===== config.mk =====
export PLATFORM = sky130hd
export DESIGN_NAME = bbr_out_buf
export DESIGN_NICKNAME = d
export VERILOG_FILES = /design/src/bbr_pkg.sv /design/src/bbr_out_buf.sv
export SDC_FILE = /design/constraint.sdc
export NUM_CORES = 1
export LEC_CHECK = 0
export BUFFER_PORTS_ARGS = -buffer_cell sky130_fd_sc_hd__buf_2
export CORE_MARGIN = 1
export CORE_UTILIZATION = 46
export CTS_CLUSTER_SIZE = 16
export DETAILED_ROUTE_END_ITERATION = 8
export PLACE_DENSITY = 0.72
export REMOVE_ABC_BUFFERS = 1
export SLEW_MARGIN = 20
export SYNTH_ARGS = -nofsm -noshare
export SYNTH_HDL_FRONTEND = slang
export SYNTH_SLANG_ARGS = --single-unit

===== constraint.sdc =====
create_clock -name clk_i -period 3.54 [get_ports clk_i]
set_clock_uncertainty 0.1 [all_clocks]
set_input_delay 0.354 -clock clk_i [delete_from_list [all_inputs] [get_ports clk_i]]
set_output_delay 0.354 -clock clk_i [all_outputs]
set_load 0.02 [all_outputs]

===== src/bbr_pkg.sv =====
package bbr_pkg;

  localparam int MAX_WIDTH  = 1024;
  localparam int MAX_HEIGHT = 1024;

  // column counter indexes the line buffers, row counter runs up to height+1
  localparam int COL_W = $clog2(MAX_WIDTH);
  localparam int ROW_W = $clog2(MAX_HEIGHT + 2);

  localparam int CFG_W     = 11;
  localparam int CFG_IDX_W = 1;

  localparam int WIDTH_RESET  = 800;
  localparam int HEIGHT_RESET = 600;

  localparam int PIX_W    = 32;
  localparam int CH_W     = 8;
  localparam int RGB_W    = 3 * CH_W;
  localparam int COLSUM_W = 10;
  localparam int WINSUM_W = 12;

  localparam logic [CH_W-1:0] ALPHA_OPAQUE = 8'hFF;

  // window columns held in the cell chain (the current column is not stored)
  localparam int NUM_CELLS = 2;

  // floor(s / 9) == (s * 7282) >> 16 for every s up to 9 * 255
  localparam int DIV9_MUL   = 7282;
  localparam int DIV9_SHIFT = 16;
  localparam int PROD_W     = WINSUM_W + DIV9_SHIFT;

  typedef enum logic [CFG_IDX_W-1:0] {
    REG_FRAME_WIDTH  = 1'b0,
    REG_FRAME_HEIGHT = 1'b1
  } cfg_reg_e;

  typedef logic [RGB_W-1:0] rgb_t;

  typedef struct packed {
    logic [COLSUM_W-1:0] r;
    logic [COLSUM_W-1:0] g;
    logic [COLSUM_W-1:0] b;
  } col_sum_t;

  typedef struct packed {
    logic [WINSUM_W-1:0] r;
    logic [WINSUM_W-1:0] g;
    logic [WINSUM_W-1:0] b;
  } win_sum_t;

  typedef struct packed {
    logic shift;
    logic clear;
  } cell_ctrl_t;

  typedef struct packed {
    logic             en;
    logic [COL_W-1:0] addr;
    rgb_t             prev;
    rgb_t             prev2;
  } lb_wr_t;

  typedef struct packed {
    logic [PIX_W-1:0] pixel;
    logic             last;
  } out_item_t;

  function automatic col_sum_t col_add(input rgb_t a, input rgb_t b, input rgb_t c);
    col_sum_t s;
    s.r = COLSUM_W'(a[2*CH_W +: CH_W]) + COLSUM_W'(b[2*CH_W +: CH_W])
        + COLSUM_W'(c[2*CH_W +: CH_W]);
    s.g = COLSUM_W'(a[CH_W +: CH_W]) + COLSUM_W'(b[CH_W +: CH_W])
        + COLSUM_W'(c[CH_W +: CH_W]);
    s.b = COLSUM_W'(a[0 +: CH_W]) + COLSUM_W'(b[0 +: CH_W])
        + COLSUM_W'(c[0 +: CH_W]);
    return s;
  endfunction

  function automatic win_sum_t win_add(input col_sum_t near, input col_sum_t far,
                                       input col_sum_t cur, input logic use_far,
                                       input logic use_cur);
    win_sum_t s;
    s.r = WINSUM_W'(near.r) + (use_far ? WINSUM_W'(far.r) : '0)
        + (use_cur ? WINSUM_W'(cur.r) : '0);
    s.g = WINSUM_W'(near.g) + (use_far ? WINSUM_W'(far.g) : '0)
        + (use_cur ? WINSUM_W'(cur.g) : '0);
    s.b = WINSUM_W'(near.b) + (use_far ? WINSUM_W'(far.b) : '0)
        + (use_cur ? WINSUM_W'(cur.b) : '0);
    return s;
  endfunction

  function automatic logic [CH_W-1:0] div9(input logic [WINSUM_W-1:0] s);
    logic [PROD_W-1:0] p;
    p = PROD_W'(s) * PROD_W'(DIV9_MUL);
    return p[DIV9_SHIFT +: CH_W];
  endfunction

endpackage


===== src/bbr_out_buf.sv =====
module bbr_out_buf (
  input  logic               clk_i,
  input  logic               rst_ni,
  input  logic               res_valid_i,
  input  bbr_pkg::out_item_t res_i,
  output logic               full_o,
  output logic               out_valid_o,
  input  logic               out_stall_i,
  output bbr_pkg::out_item_t out_o
);
  import bbr_pkg::*;

  logic      out_valid_q;
  logic      skid_valid_q;
  out_item_t out_q;
  out_item_t skid_q;
  logic      take;

  assign take = out_valid_q && !out_stall_i;

  always_ff @(posedge clk_i or negedge rst_ni) begin
    if (!rst_ni) begin
      out_valid_q  <= 1'b0;
      skid_valid_q <= 1'b0;
    end else if (skid_valid_q) begin
      if (take) begin
        skid_valid_q <= 1'b0;
      end
    end else if (res_valid_i) begin
      if (out_valid_q && !take) begin
        skid_valid_q <= 1'b1;
      end else begin
        out_valid_q <= 1'b1;
      end
    end else if (take) begin
      out_valid_q <= 1'b0;
    end
  end

  always_ff @(posedge clk_i) begin
    if (skid_valid_q) begin
      if (take) begin
        out_q <= skid_q;
      end
    end else if (res_valid_i) begin
      if (out_valid_q && !take) begin
        skid_q <= res_i;
      end else begin
        out_q <= res_i;
      end
    end
  end

  assign full_o      = skid_valid_q;
  assign out_valid_o = out_valid_q;
  assign out_o       = out_q;

`ifndef ASSERT_OFF
  a_skid_behind_out: assert property (@(posedge clk_i) disable iff (!rst_ni)
    skid_valid_q |-> out_valid_q)
    else $error("skid entry held while output register empty");
`endif

endmodule


==> impl_summary.txt <==
----------------------------------------------------
[Final layout]
  Fin nets ... 233
  Final instance area ... 0.00320 mm^2
  Synthesis-to-finish area growth ... 22.0%
  Proportion of layout cells with a drive suffix above 1 ... 59.7%
  Antenna cells ... 0
  Share of the core filled with cells ... 58.0%

[STA]
  Fmax achieved ... 504 MHz
  Number of setup violations in the final report ... 0
  Relative slew margins ... between 30% and 40%
  Setup repair after global routing missed its margin ... false
  Sum of negative setup slack ... 0 ns
  Final worst path period need ... 1.98 ns
  Smallest hold slack ... 0.108 ns
  Transition time at the pin with the least slew margin ... 0.908 ns
  Final hold violation count ... 0
  Max-slew violation count ... 0
  Part of the cycle the worst path needs ... 56.0%

[Routing]
  Number of detailed-routing iterations run before antenna repair ... 6
  Remaining design rule violation count ... 0
  Total via count in the routed design ... approximately 1.3k
  Detail-routed via count per cell ... 4.74
  Drt initial violations ... 66
  Residual antenna-violating net count after detailed routing ... 0
  Wire length per cell after detailed routing ... roughly 16 um
  Final Routed Wirelength ... around 4300 um

[Setup path]
  Cells along the critical path ... buf_4, buf_2
  Slowest stage cell, crit path ... sky130_fd_sc_hd__buf_4
  Launching element of the worst setup path ... full_o
  CP Data Arrival Time ... 1.53 ns
  Type of destination of the critical path ... output port
  R2r setup slk ... 1.56 ns
  Critical path's top delay family ... buffers and inverters
  CP required ... a little over 3 ns
  Worst Setup Start Kind ... flop
  Number of cells on the critical path ... 2
  Launch instance of the worst register-to-register path ... full_o
  Largest stage delay on the critical path ... 0.48 ns
  Maximum net fanout on the critical path ... 32
  Worst reg2reg path depth ... 3
  Category of the critical setup timing path ... reg -> out
  Worst path buffer plus inverter count ... 2
  Endpoint of the worst-slack reg-to-reg timing path ... out_o[14]
  End of the critical path ... full_o

[Synth]
  Cell taking the most area after synthesis ... sky130_fd_sc_hd__edfxtp_1
  Sequential area share after synthesis ... 77.6%
  Number of instances in the synthesized netlist ... 115
  Synth unique cells ... 14
  Share of the synthesized area in the top cell type ... between 70% and 80%
  Yosys synthesis warning count ... 0
  Synthesized cell area ... 0.00262 mm^2
  Flops & latches, synth ... 68
  Avg Inst Size Synth ... 22.8 um^2
  Synth top area cells ... sky130_fd_sc_hd__edfxtp_1 (76%), sky130_fd_sc_hd__mux2_4 (15%), sky130_fd_sc_hd__mux2_2 (2.6%)

[Clocking]
  CTS tree ... yes
  Root Buffer ... sky130_fd_sc_hd__clkbuf_8
  Insertion delay of the later-clocked pin in the worst-skew pair ... roughly 0.33 ns
  Post-CTS clock slew at the launch and capture registers of the worst setup and hold paths ... roughly 0.07 ns
  Buffer levels on the longest clock path ... 2
  Resized Gates After CTS ... 0
  Number of CTS-inserted buffers ... 9
  Number of H-tree levels ... 3
  Post-CTS repair timing setup buffer count ... 0
  Sink count of the clock tree ... 68

[Floorplan]
  Floorplan die height ... 77.5 um
  I/O pin count ... 72
  Total number of placement rows ... 27
  Area enclosed by the die boundary ... 0.00600 mm^2
  Core ar. ... 0.00551 mm^2
  Starting utilization of the core area ... about 48%
  Die boundary width ... 77.5 um

[Flow run]
  Number of maximum-capacitance constraint violations ... 0

[Worst hold path]
  Number of instances on the worst hold path ... 1
  Class of the most critical hold timing path ... in -> reg

[Global routing]
  Overall Global Routing Usage ... 15.7%
  Initial antenna violation count ... 0
  Number of global-route vias before repair ... 1,334
  Maximum number of pins on one net before global-route repair ... 34
  Global-route wire length before repair ... 6760 um
  Overall overflow remaining after global route ... 0

[Placed design]
  Placed instance area ... approximately 0.0030 mm^2
  IO buf count ... 71
  Sum of net half-perimeters after detailed placement ... between 2000 and 3000 um
  Routability-driven placement congestion ratio ... ~0.68

[Pwr]
  Peak ir drop on the vdd network ... between 0.0006 and 0.0007 V
  Leakage power ... 1.28 nW
  Pwr/cell area ... 815 mW/mm^2

[Outcome]
  Run status ... finished, final reports clean

----------------------------------------------------
==> cells in the mapped netlist <==
library cell               number
sky130_fd_sc_hd__edfxtp_1      66
sky130_fd_sc_hd__o21ai_0        1
sky130_fd_sc_hd__buf_6          1
sky130_fd_sc_hd__dfrtp_1        2
sky130_fd_sc_hd__nand2b_1       1
sky130_fd_sc_hd__inv_1          1
sky130_fd_sc_hd__buf_8          1
sky130_fd_sc_hd__mux2_4        27
sky130_fd_sc_hd__a21boi_0       1
sky130_fd_sc_hd__nor2_1         1
sky130_fd_sc_hd__nand2_1        3
sky130_fd_sc_hd__mux2_2         6
sky130_fd_sc_hd__a21oi_1        2
sky130_fd_sc_hd__buf_12         2
==> sequential cells by signal (all words and copies together) (netlist names) <==
register     cells
out_o           33
out_valid_o      1
skid_q          33
full_o           1
==> cells in the final DEF, fill, tap and decap left out, drive strengths merged <==
master / instances
a21oi: 2
o21ai: 1
a21boi: 1
mux2: 33
edfxtp: 66
clkinv: 3
dlygate4sd3: 1
nor2: 1
dfrtp: 2
inv: 1
clkbuf: 13
nand2b: 1
buf: 73
nand2: 3
==> metrics by stage <==
stage,setup WS [ns],std cells,power (mW)
global placement,1.64,256,2.09
CTS,1.53,273,2.64
detailed placement,1.55,256,2.13
floorplan,-1.04,111,1.88
global route,1.43,273,2.73
finish,1.56,273,2.61
==> worst min path at each step <==
stage	to	from	slack [ns]
final	skid_q[26]	res_i[26]	0.11
after global routing	skid_q[16]	res_i[16]	0.1
after CTS	skid_q[21]	res_i[21]	0.1
after detailed placement	out_valid_o	rst_ni	0.04
after global placement	out_valid_o	rst_ni	0.04
after floorplan	full_o	rst_ni	-0.04
==> cell families after synthesis <==
kind of cell,Yosys count,synth area share [%]
AOI/OAI and AO/OA,4,0.860
and+or+nand+nor,5,0.812
DFF,68,77.6
buffers and inverters,5,2.68
muxes,33,18.1
==> final cells by class <==
type                    instances  area, um^2
fillers                       422        2310
flip-flops and latches         68        2030
multi-input cells              42         536
repair buffers                 74         380
clock buffers                  13         139
well taps                      72        90.1
clock inverters                 3        13.8
inverters                       1        3.75
==> report_power, final <==
group	internal [mW]	switching (mW)	total, mW
registers	1.17	0.0662	1.24
clock network	0.251	0.260	0.510
logic	0.356	0.500	0.856
==> layer usage <==
metal	share of wire, %	wire length [um]	track usage [%]
met4	2.5	107	9.06
met3	5.6	240	5.76
met2	51	2150	24.8
met1	41	1760	18.4
met5	0	0	0
==> what timing repair did <==
item                                   4_1_cts  5_1_grt
setup endpoints to repair                    0        0
endpoints found under the hold margin        2        0
hold buffers                                 1        0
No activity file was read; power rests on OpenSTA's default activity.
