File: config.mk
export PLATFORM = sky130hd
export DESIGN_NAME = bbr_col_cell
export DESIGN_NICKNAME = d
export VERILOG_FILES = /design/src/bbr_pkg.sv /design/src/bbr_col_cell.sv
export SDC_FILE = /design/constraint.sdc
export NUM_CORES = 1
export LEC_CHECK = 0
export ABC_AREA = 1
export ABC_CLOCK_PERIOD_IN_PS = 800
export BUFFER_PORTS_ARGS = -buffer_cell sky130_fd_sc_hd__buf_2
export CORE_ASPECT_RATIO = 0.8
export CORE_MARGIN = 4
export CORE_UTILIZATION = 25
export DETAILED_ROUTE_END_ITERATION = 8
export MAX_ROUTING_LAYER = met4
export SYNTH_ARGS = -nofsm -noshare
export SYNTH_HDL_FRONTEND = slang
export SYNTH_SLANG_ARGS = --single-unit
File: constraint.sdc
create_clock -name clk_i -period 0.8 [get_ports clk_i]
set_input_delay 0.08 -clock clk_i [delete_from_list [all_inputs] [get_ports clk_i]]
set_output_delay 0.08 -clock clk_i [all_outputs]
set_load 0.05 [all_outputs]
File: src/bbr_pkg.sv
package bbr_pkg;

  localparam int MAX_WIDTH  = 1024;
  localparam int MAX_HEIGHT = 1024;

  // column counter indexes the line buffers, row counter runs up to height+1
  localparam int COL_W = $clog2(MAX_WIDTH);
  localparam int ROW_W = $clog2(MAX_HEIGHT + 2);

  localparam int CFG_W     = 11;
  localparam int CFG_IDX_W = 1;

  localparam int WIDTH_RESET  = 800;
  localparam int HEIGHT_RESET = 600;

  localparam int PIX_W    = 32;
  localparam int CH_W     = 8;
  localparam int RGB_W    = 3 * CH_W;
  localparam int COLSUM_W = 10;
  localparam int WINSUM_W = 12;

  localparam logic [CH_W-1:0] ALPHA_OPAQUE = 8'hFF;

  // window columns held in the cell chain (the current column is not stored)
  localparam int NUM_CELLS = 2;

  // floor(s / 9) == (s * 7282) >> 16 for every s up to 9 * 255
  localparam int DIV9_MUL   = 7282;
  localparam int DIV9_SHIFT = 16;
  localparam int PROD_W     = WINSUM_W + DIV9_SHIFT;

  typedef enum logic [CFG_IDX_W-1:0] {
    REG_FRAME_WIDTH  = 1'b0,
    REG_FRAME_HEIGHT = 1'b1
  } cfg_reg_e;

  typedef logic [RGB_W-1:0] rgb_t;

  typedef struct packed {
    logic [COLSUM_W-1:0] r;
    logic [COLSUM_W-1:0] g;
    logic [COLSUM_W-1:0] b;
  } col_sum_t;

  typedef struct packed {
    logic [WINSUM_W-1:0] r;
    logic [WINSUM_W-1:0] g;
    logic [WINSUM_W-1:0] b;
  } win_sum_t;

  typedef struct packed {
    logic shift;
    logic clear;
  } cell_ctrl_t;

  typedef struct packed {
    logic             en;
    logic [COL_W-1:0] addr;
    rgb_t             prev;
    rgb_t             prev2;
  } lb_wr_t;

  typedef struct packed {
    logic [PIX_W-1:0] pixel;
    logic             last;
  } out_item_t;

  function automatic col_sum_t col_add(input rgb_t a, input rgb_t b, input rgb_t c);
    col_sum_t s;
    s.r = COLSUM_W'(a[2*CH_W +: CH_W]) + COLSUM_W'(b[2*CH_W +: CH_W])
        + COLSUM_W'(c[2*CH_W +: CH_W]);
    s.g = COLSUM_W'(a[CH_W +: CH_W]) + COLSUM_W'(b[CH_W +: CH_W])
        + COLSUM_W'(c[CH_W +: CH_W]);
    s.b = COLSUM_W'(a[0 +: CH_W]) + COLSUM_W'(b[0 +: CH_W])
        + COLSUM_W'(c[0 +: CH_W]);
    return s;
  endfunction

  function automatic win_sum_t win_add(input col_sum_t near, input col_sum_t far,
                                       input col_sum_t cur, input logic use_far,
                                       input logic use_cur);
    win_sum_t s;
    s.r = WINSUM_W'(near.r) + (use_far ? WINSUM_W'(far.r) : '0)
        + (use_cur ? WINSUM_W'(cur.r) : '0);
    s.g = WINSUM_W'(near.g) + (use_far ? WINSUM_W'(far.g) : '0)
        + (use_cur ? WINSUM_W'(cur.g) : '0);
    s.b = WINSUM_W'(near.b) + (use_far ? WINSUM_W'(far.b) : '0)
        + (use_cur ? WINSUM_W'(cur.b) : '0);
    return s;
  endfunction

  function automatic logic [CH_W-1:0] div9(input logic [WINSUM_W-1:0] s);
    logic [PROD_W-1:0] p;
    p = PROD_W'(s) * PROD_W'(DIV9_MUL);
    return p[DIV9_SHIFT +: CH_W];
  endfunction

endpackage

File: src/bbr_col_cell.sv
module bbr_col_cell (
  input  logic                clk_i,
  input  logic                rst_ni,
  input  bbr_pkg::cell_ctrl_t ctrl_i,
  input  bbr_pkg::col_sum_t   sum_i,
  output bbr_pkg::col_sum_t   sum_o
);
  import bbr_pkg::*;

  col_sum_t sum_q;

  // one window column, kept as per-channel sums of its three rows
  always_ff @(posedge clk_i or negedge rst_ni) begin
    if (!rst_ni) begin
      sum_q <= '0;
    end else if (ctrl_i.clear) begin
      sum_q <= '0;
    end else if (ctrl_i.shift) begin
      sum_q <= sum_i;
    end
  end

  assign sum_o = sum_q;

endmodule

==> impl_metrics.py, run 1 <==
metrics = {
    "status": {
        "outcome": "complete, but fails checks",
        "violations": "setup timing",
    },
    "global_routing": {
        "grt_use_total": 0.107,
        "grt_pass1_vias": 1126,
        "grt_pass1_wl_microns": 5140,
        "antenna_found_initial": 0,
        "grt-ovfl-total": 0,
        "grt_max_degree": 31,
    },
    "sta": {
        "final-max-slew-violation-count": 0,
        "rsz0062_at_grt": "yes",
        "finalSetupViolCount": 30,
        "skew_ps": 0,
        "max_freq_mhz": 1080,
        "fin_tns_setup_ps": -3320,
        "period_share": 1.15,
        "fin_hold_ws_ps": 38.3,
        "hold_viol_final": 0,
        "period_needed_ps": 922,
        "slew_headroom": 0.888,
        "worst_slack_ps": -122,
        "worst_pin_slew_ps": 168,
    },
    "clocking": {
        "clk_path_buf_depth": 2,
        "htreeDepth": 2,
        "clk_latency_ps": 270,
        "ctsRootBufferMaster": "clkbuf_8",
        "cts_tree": "done",
        "cts_num_sinks": 30,
        "numCtsBuffers": 5,
        "clkSlewWorstSetupHoldPaths_ps": 60,
    },
    "floorplanning": {
        "core.rowCount": 22,
        "die_h_microns": 71.6,
        "dieArea_sq_um": 6260,
        "core-area_sq_um": 4730,
        "initial_utilization": 0.267,
        "io_pins": 64,
        "die_w_microns": 87.5,
    },
    "yosys": {
        "yosys.area.top_type": "dfrtp_1",
        "ys_warn_count": 0,
        "syn_avg_cell_area_sq_um": 9.64,
        "syn-num-nets": 165,
        "synthDistinctLibCells": 8,
        "syn_area_sq_um": 1260,
        "ys_ff_latch": 30,
        "yosys-top-cells-area": "dfrtp_1 59%, nand2_1 16%, nand3_1 12%",
        "seq_area_frac_synth": 0.595,
        "syn_inst": 131,
        "synth_top_area_frac": 0.595,
    },
    "power_and_ir_drop": {
        "power_mw": 3.66,
        "peakVddDrop_v": 0.000812,
        "power_density_nw_per_um2": 1810,
        "power_leakage_nw": 1.06,
    },
    "setup_path": {
        "critical_path_buf_inv_count": 1,
        "cp-start-kind": "flip-flop",
        "slowest_delay_ps": 420,
        "end_kind": "output port",
        "cp_slowest_cell": "dfrtp_2",
        "crit_chain": "buf_8",
        "arrival_ps": 840,
        "worstPathMaxFanout": 2,
        "critPathTopFamily": "flip-flops",
        "worst-setup-path-type": "reg -> out",
        "cp.required_ps": 720,
    },
    "route": {
        "wire_per_inst_microns": 11.5,
        "met2RoutedLength_microns": 1380,
        "via_per_inst": 4.21,
        "top_layer": "met4",
        "dr.pass1.iters": 4,
        "drc_errors": 0,
        "drtIter0Drc": 35,
        "met1Wirelength_microns": 1390,
        "drt_wl_total_microns": 3070,
        "wl_met3_microns": 278,
        "vias": 1125,
        "ant_nets": 0,
    },
    "layout": {
        "drive_above_1_share": 0.570,
        "finalNetCount": 241,
        "design_area_sq_um": 2020,
        "largest_register_ffs": 30,
        "stdcell_count": 267,
        "seqCellArea_sq_um": 788,
        "synthToLayoutAreaGrowth_pct": 60.1,
        "mostFrequentLayoutCell": "nand2_1",
        "post-route-util": 0.427,
        "diodes": 0,
        "fillers": 479,
        "layout_common_cells": "55 x nand2_1, 33 x buf_2, 30 x nand3_1, 30 x dfrtp_2, 24 x buf_6",
        "multi_input_area_sq_um": 399,
    },
    "placement": {
        "dp_hpwl_microns": 2150,
        "gp_congestion": 0.701,
        "dp_cells": 250,
        "portBuffers": 63,
        "post-place-ws_ps": 83.0,
        "placed_cell_area_sq_um": 1660,
    },
    "hold_path": {
        "hp-class": "in -> reg",
    },
    "flow_run": {
        "max_cap_viol_count": 0,
    },
}
==> report_power, final <==
group	switching (mW)	total [mW]	leakage [nW]	internal, mW
Combinational	0.521	0.868	0.665	0.347
Sequential	0.0657	1.68	0.355	1.62
Clock	0.507	1.10	0.0383	0.597
==> cells by family after synthesis <==
| logic type | after synthesis | synth area share |
|---|---|---|
| buffers and inverters | 10 | 0.0892 |
| AND/OR/NAND/NOR | 91 | 0.316 |
| flip-flops | 30 | 0.595 |
==> cells in the mapped netlist <==
cell type	number
nand2_1	55
dfrtp_1	30
nand3_1	30
buf_6	6
nand2_2	5
clkbuf_8	3
inv_1	1
nor2_4	1
==> per-layer routing <==
| metal | up-vias | global-route usage |
|---|---|---|
| met5 | - | - |
| met4 | 0 | 0.0358 |
| met3 | 5 | 0.0368 |
| met2 | 51 | 0.156 |
| met1 | 502 | 0.138 |
| li1 | 567 | - |
==> worst paths after layout <==
check | startpoint | to | slack, ps | cells past startpoint
worst max-delay path | sum_o[11] | sum_o[11] | -120 | 1
worst min-delay path | sum_i[5] | sum_o[5] | 40 | 3
worst max register to register | sum_o[11] | sum_o[11] | 40 | 3
worst min register to register | sum_o[26] | sum_o[26] | 490 | 2
max in group asynchronous | rst_ni | sum_o[25] | 340 | 3
min in group asynchronous | rst_ni | sum_o[2] | 280 | 3
==> final cells by class <==
type	instances	share of cell area
clock buffers	7	0.0378
multi-input cells	91	0.198
flip-flops and latches	30	0.390
repair buffers	78	0.336
inverters	1	0.00186
well taps	60	0.0372
==> what timing repair did <==
item	4_1_cts	5_1_grt
gates resized for setup	66	0
setup endpoints to repair	30	31
setup buffers	8	1
hold buffers	1	0
endpoints found under the hold margin	30	0
No activity file was read; power rests on OpenSTA's default activity.
==> run 2: changes to the inputs <==
Settings changed: BUFFER_PORTS_ARGS -buffer_cell sky130_fd_sc_hd__buf_2 to -buffer_cell sky130_fd_sc_hd__buf_4.
==> run 2 against run 1 <==
Net effect: the run still ends with setup timing left; worst hold slack got worse by 7.0 ps; first-iteration DRC count down 26%; critical path depth stayed put; clock skew is the same; critical path type unchanged; critical endpoint is now sum_o[2].
==> impl_metrics.py, run 2 (synthesis results as in run 1) <==
metrics = {
    "status": {
        "outcome": "complete, but fails checks",
        "violations": "setup timing",
    },
    "layout": {
        "synthToLayoutAreaGrowth_pct": 68.9,
        "diodes": 0,
        "largest_register_ffs": 30,
        "finalNetCount": 243,
        "design_area_sq_um": 2130,
        "layout_common_cells": "55 x nand2_1, 45 x buf_4, 30 x nand3_1, 30 x dfrtp_2, 25 x buf_6",
        "stdcell_count": 270,
        "mostFrequentLayoutCell": "nand2_1",
        "drive_above_1_share": 0.581,
    },
    "route": {
        "drt_wl_total_microns": 3290,
        "drtIter0Drc": 26,
        "wire_per_inst_microns": 12.2,
        "via_per_inst": 4.23,
        "drc_errors": 0,
        "ant_nets": 0,
        "vias": 1142,
        "dr.pass1.iters": 4,
    },
    "global_routing": {
        "antenna_found_initial": 0,
        "grt-ovfl-total": 0,
        "grt_pass1_vias": 1252,
        "grt_pass1_wl_microns": 5730,
        "grt_use_total": 0.122,
        "grt_max_degree": 31,
    },
    "sta": {
        "rsz0062_at_grt": "yes",
        "max_freq_mhz": 1080,
        "period_share": 1.16,
        "skew_ps": 0,
        "final-max-slew-violation-count": 0,
        "hold_viol_final": 0,
        "period_needed_ps": 927,
        "worst_pin_slew_ps": 383,
        "worst_slack_ps": -127,
        "slew_headroom": 0.744,
        "finalSetupViolCount": 31,
    },
    "setup_path": {
        "crit_chain": "buf_8",
        "cp-start-kind": "flip-flop",
        "ff2ff_path_depth": 4,
        "cp.required_ps": 720,
        "r2r_slack_ps": -60,
        "critical_path_buf_inv_count": 1,
        "slowest_delay_ps": 420,
        "r2r_end": "sum_o[29]",
        "worstReg2RegStart": "sum_o[29]",
        "arrival_ps": 850,
        "worst-setup-path-type": "reg -> out",
        "critPathTopFamily": "flip-flops",
        "worstPathMaxFanout": 2,
        "startpoint": "sum_o[2]",
        "end_kind": "output port",
        "worst-path-stages": 1,
        "cp_slowest_cell": "dfrtp_2",
    },
    "clocking": {
        "cts_tree": "done",
        "ctsRootBufferMaster": "clkbuf_8",
        "clkSlewWorstSetupHoldPaths_ps": 60,
        "numCtsBuffers": 5,
        "htreeDepth": 2,
        "cts_num_sinks": 30,
        "clk_latency_ps": 270,
        "clk_path_buf_depth": 2,
    },
    "flow_run": {
        "max_cap_viol_count": 0,
    },
    "power_and_ir_drop": {
        "p_switching_mw": 1.12,
        "pwr-share-clk": 0.318,
        "peakVddDrop_v": 0.000937,
        "power_mw": 3.83,
        "sequentialPowerShare": 0.440,
        "switching_share": 0.292,
        "power_density_nw_per_um2": 1790,
        "combPwrFrac": 0.241,
        "power_leakage_nw": 1.11,
        "p_int_mw": 2.71,
    },
    "placement": {
        "portBuffers": 63,
        "gp_congestion": 0.672,
        "post-place-ws_ps": 57.5,
        "dp_cells": 249,
        "placed_cell_area_sq_um": 1790,
        "dp_hpwl_microns": 2280,
    },
    "floorplanning": {
        "dieArea_sq_um": 6260,
        "core-area_sq_um": 4730,
        "core.rowCount": 22,
        "io_pins": 64,
        "initial_utilization": 0.267,
        "die_h_microns": 71.6,
        "die_w_microns": 87.5,
    },
    "hold_path": {
        "hold_start": "sum_i[8]",
        "holdPathEnd": "sum_o[8]",
        "whs_path_depth": 3,
        "hp-class": "in -> reg",
    },
}
[run 2: cell count changes in the layout (fill, tap and decap cells not counted), sizes merged]
cell	previous run	this run
buf	77	79
clkinv	0	1
[run 2: how the worst max path moves through the flow]
stage	to	slack [ps]
global placement	sum_o[7]	100
floorplan	sum_o[10]	50
global route	sum_o[23]	-160
detailed placement	sum_o[4]	60
finish	sum_o[2]	-130
CTS	sum_o[7]	-140
[run 2: what timing repair did]
action,in CTS,in global routing
hold buffers,1,0
buffers inserted,8,4
hold endpoints to repair,30,0
endpoints found under the setup margin,30,31
gates resized for setup,36,3
pin swaps,0,1
[run 2: worst reg2reg max path: stages, from the launching register on]
cell and delay, ps:
dfrtp_2 420, buf_6 120, buf_4 120, nand2_2 50
nand2_1 40
[run 2: power by group through the flow]
stage / sequential (mW) / combinational, mW / clock [mW]
6_report: 1.68 / 0.924 / 1.22
5_1_grt: 1.69 / 0.992 / 1.35
4_1_cts: 1.68 / 0.912 / 1.29
3_5_place_dp: 1.69 / 0.807 / 0
3_3_place_gp: 1.70 / 0.796 / 0
2_1_floorplan: 2.00 / 0.176 / 0
[run 2: layout make-up]
type,instances,area [sq um]
Sequential cell,30,788
Multi-Input combinational cell,91,399
Timing Repair Buffer,80,774
Tap cell,60,75.1
Clock buffer,7,86.3
Clock inverter,1,5.00
Inverter,1,3.75
Fill cell,467,2600
[run 2: per-layer routing]
layer / vias up / track usage / routed length [microns]
met4: 0 / 0.0409 / 23
met2: 42 / 0.192 / 1570
met1: 524 / 0.146 / 1410
met3: 5 / 0.0402 / 286
met5: - / - / 0
li1: 571 / - / -
[run 2: metrics by stage]
stage,TNS [ps],util,hold slack [ps]
global placement,0,0.379,30.6
detailed placement,0,0.379,36.5
global route,-4540,0.450,18.7
floorplan,0,-,-216
CTS,-4010,0.442,17.3
finish,-3490,0.450,31.3
==> run 3: changes to the inputs <==
Settings changed: ABC_AREA 1 to not set.
==> run 3 against run 2 <==
Net effect: combinational power decreased by 1%; register-to-register slack improved by 20 ps; global-route usage decreased by 1.2 points; area after synthesis decreased by 1.3%; sequential power about the same; die area decreased by 1.2%; the run still ends with setup timing left; critical path type unchanged; final cell count decreased by 16%; clock-buffer cell count decreased by 1; routed wire length decreased by 6.4%.
==> impl_metrics.py, run 3 <==
metrics = {
    "power_and_ir_drop": {
        "power_density_nw_per_um2": 1840,
        "power_leakage_nw": 1.02,
        "peakVddDrop_v": 0.000713,
        "power_mw": 3.75,
    },
    "route": {
        "vias": 960,
        "drt_wl_total_microns": 3080,
        "ant_nets": 0,
        "wire_per_inst_microns": 13.6,
        "dr.pass1.iters": 3,
        "drc_errors": 0,
        "via_per_inst": 4.23,
        "drtIter0Drc": 19,
    },
    "layout": {
        "fillers": 448,
        "drive_above_1_share": 0.635,
        "diodes": 0,
        "design_area_sq_um": 2040,
        "post-route-util": 0.433,
        "synthToLayoutAreaGrowth_pct": 63.7,
        "layout_common_cells": "38 x buf_4, 30 x mux2i_1, 30 x nor2_1, 30 x dfrtp_2, 28 x buf_6",
        "largest_register_ffs": 30,
        "finalNetCount": 202,
        "seqCellArea_sq_um": 788,
        "multi_input_area_sq_um": 413,
        "mostFrequentLayoutCell": "buf_4",
    },
    "sta": {
        "worst_pin_slew_ps": 379,
        "skew_ps": 0,
        "rsz0062_at_grt": "yes",
        "finalSetupViolCount": 33,
        "final-max-slew-violation-count": 0,
        "period_needed_ps": 921,
        "period_share": 1.15,
        "hold_viol_final": 0,
        "worst_slack_ps": -121,
        "fin_tns_setup_ps": -3460,
        "slew_headroom": 0.747,
        "max_freq_mhz": 1090,
    },
    "yosys": {
        "synth_mux_area_frac": 0.241,
        "synthDistinctLibCells": 6,
        "syn_inst": 97,
        "synth_edf_count": 0,
        "syn-num-nets": 131,
        "synth-simple-area-share": 0.0904,
        "seq_area_frac_synth": 0.602,
        "synth_flop_cell": "dfrtp_1",
        "synthTopCellsByCount": "30 x dfrtp_1, 30 x mux2i_1, 30 x nor2_1",
        "syn_area_sq_um": 1250,
        "ys_warn_count": 0,
        "synthAdderAreaFrac": 0,
        "syn_avg_cell_area_sq_um": 12.8,
        "async_flop_share": 1.00,
        "yosys-top-cells-area": "dfrtp_1 60%, mux2i_1 24%, nor2_1 9.0%",
        "ys_ff_latch": 30,
        "synth_xor_area_frac": 0,
        "synth_top_area_frac": 0.602,
        "synth_compound_gate_area_share": 0,
        "synth_top_family_by_area": "multiplexers",
        "yosys.area.top_type": "dfrtp_1",
    },
    "placement": {
        "gp_congestion": 0.704,
        "post-place-ws_ps": 12.3,
        "placed_cell_area_sq_um": 1800,
        "portBuffers": 63,
        "dp_hpwl_microns": 2280,
    },
    "global_routing": {
        "grt_pass1_vias": 1054,
        "grt_pass1_wl_microns": 5020,
        "antenna_found_initial": 0,
        "grt_max_degree": 31,
        "grt-ovfl-total": 0,
        "grt_use_total": 0.110,
    },
    "setup_path": {
        "cp_slowest_cell": "dfrtp_2",
        "critPathTopFamily": "flip-flops",
        "slowest_delay_ps": 410,
        "end_kind": "output port",
        "worst-setup-path-type": "reg -> out",
        "r2r_slack_ps": -40,
        "worstPathMaxFanout": 2,
        "critical_path_buf_inv_count": 1,
        "crit_chain": "buf_6",
        "cp-start-kind": "flip-flop",
        "arrival_ps": 840,
        "cp.required_ps": 720,
    },
    "clocking": {
        "cts_num_sinks": 30,
        "numCtsBuffers": 5,
        "htreeDepth": 2,
        "cts_tree": "done",
        "ctsRootBufferMaster": "clkbuf_8",
        "clkSlewWorstSetupHoldPaths_ps": 60,
        "clk_path_buf_depth": 2,
        "clk_latency_ps": 270,
    },
    "floorplanning": {
        "initial_utilization": 0.265,
        "die_w_microns": 86.9,
        "dieArea_sq_um": 6190,
        "core.rowCount": 22,
        "die_h_microns": 71.2,
        "io_pins": 64,
        "core-area_sq_um": 4710,
    },
    "hold_path": {
        "hp-class": "in -> reg",
    },
    "status": {
        "outcome": "complete, but fails checks",
        "violations": "setup timing",
    },
    "flow_run": {
        "max_cap_viol_count": 0,
    },
}
-- run 3: path summary, 6_finish.rpt --
kind / startpoint / end / cells past startpoint
worst max-delay path: sum_o[17] / sum_o[17] / 1
worst min-delay path: sum_i[2] / sum_o[2] / 3
worst max register to register: sum_o[0] / sum_o[0] / 3
worst min register to register: sum_o[14] / sum_o[14] / 2
max in group asynchronous: rst_ni / sum_o[29] / 2
min in group asynchronous: rst_ni / sum_o[27] / 2
-- run 3: power breakdown --
group          internal, mW  leakage [nW]  switching, mW  total, mW
Combinational         0.395         0.624          0.516      0.911
Sequential             1.62         0.355         0.0645       1.68
Clock                 0.661        0.0431          0.494       1.16
-- run 3: through the flow --
stage | hold WS (ps) | cells
finish | 53.0 | 227
global route | 54.8 | 227
CTS | 40.2 | 224
detailed placement | 37.0 | 217
global placement | 25.2 | 217
floorplan | -216 | 97
-- run 3: cells by family (layout without fill, tap and decap cells) --
kind of cell | Yosys count | count (layout)
AND/OR/NAND/NOR | 30 | 30
multiplexers | 30 | 30
flip-flops | 30 | 30
buffers and inverters | 7 | 77
-- run 3: worst min-delay path, cell delays in order --
cell and delay [ps]:
buf_4 70, mux2i_1 50, nor2_1 80
-- run 3: cell type report --
class,count,share of cell area
flip-flops and latches,30,0.387
repair buffers,71,0.334
well taps,60,0.0368
multi-input cells,60,0.202
clock buffers,6,0.0405
-- run 3: routing by layer --
metal | GRT usage | up-vias | wire [microns]
met2 | 0.179 | 38 | 1590
met1 | 0.121 | 463 | 1230
met3 | 0.0419 | 2 | 235
met5 | - | - | 0
met4 | 0.0415 | 0 | 29
li1 | - | 457 | -
-- run 3: timing repair --
item / CTS / global route
setup buffers: 0 / 3
endpoints found under the setup margin: 30 / 30
gates resized for setup: 30 / 2
hold buffers: 1 / 0
endpoints found under the hold margin: 30 / 0
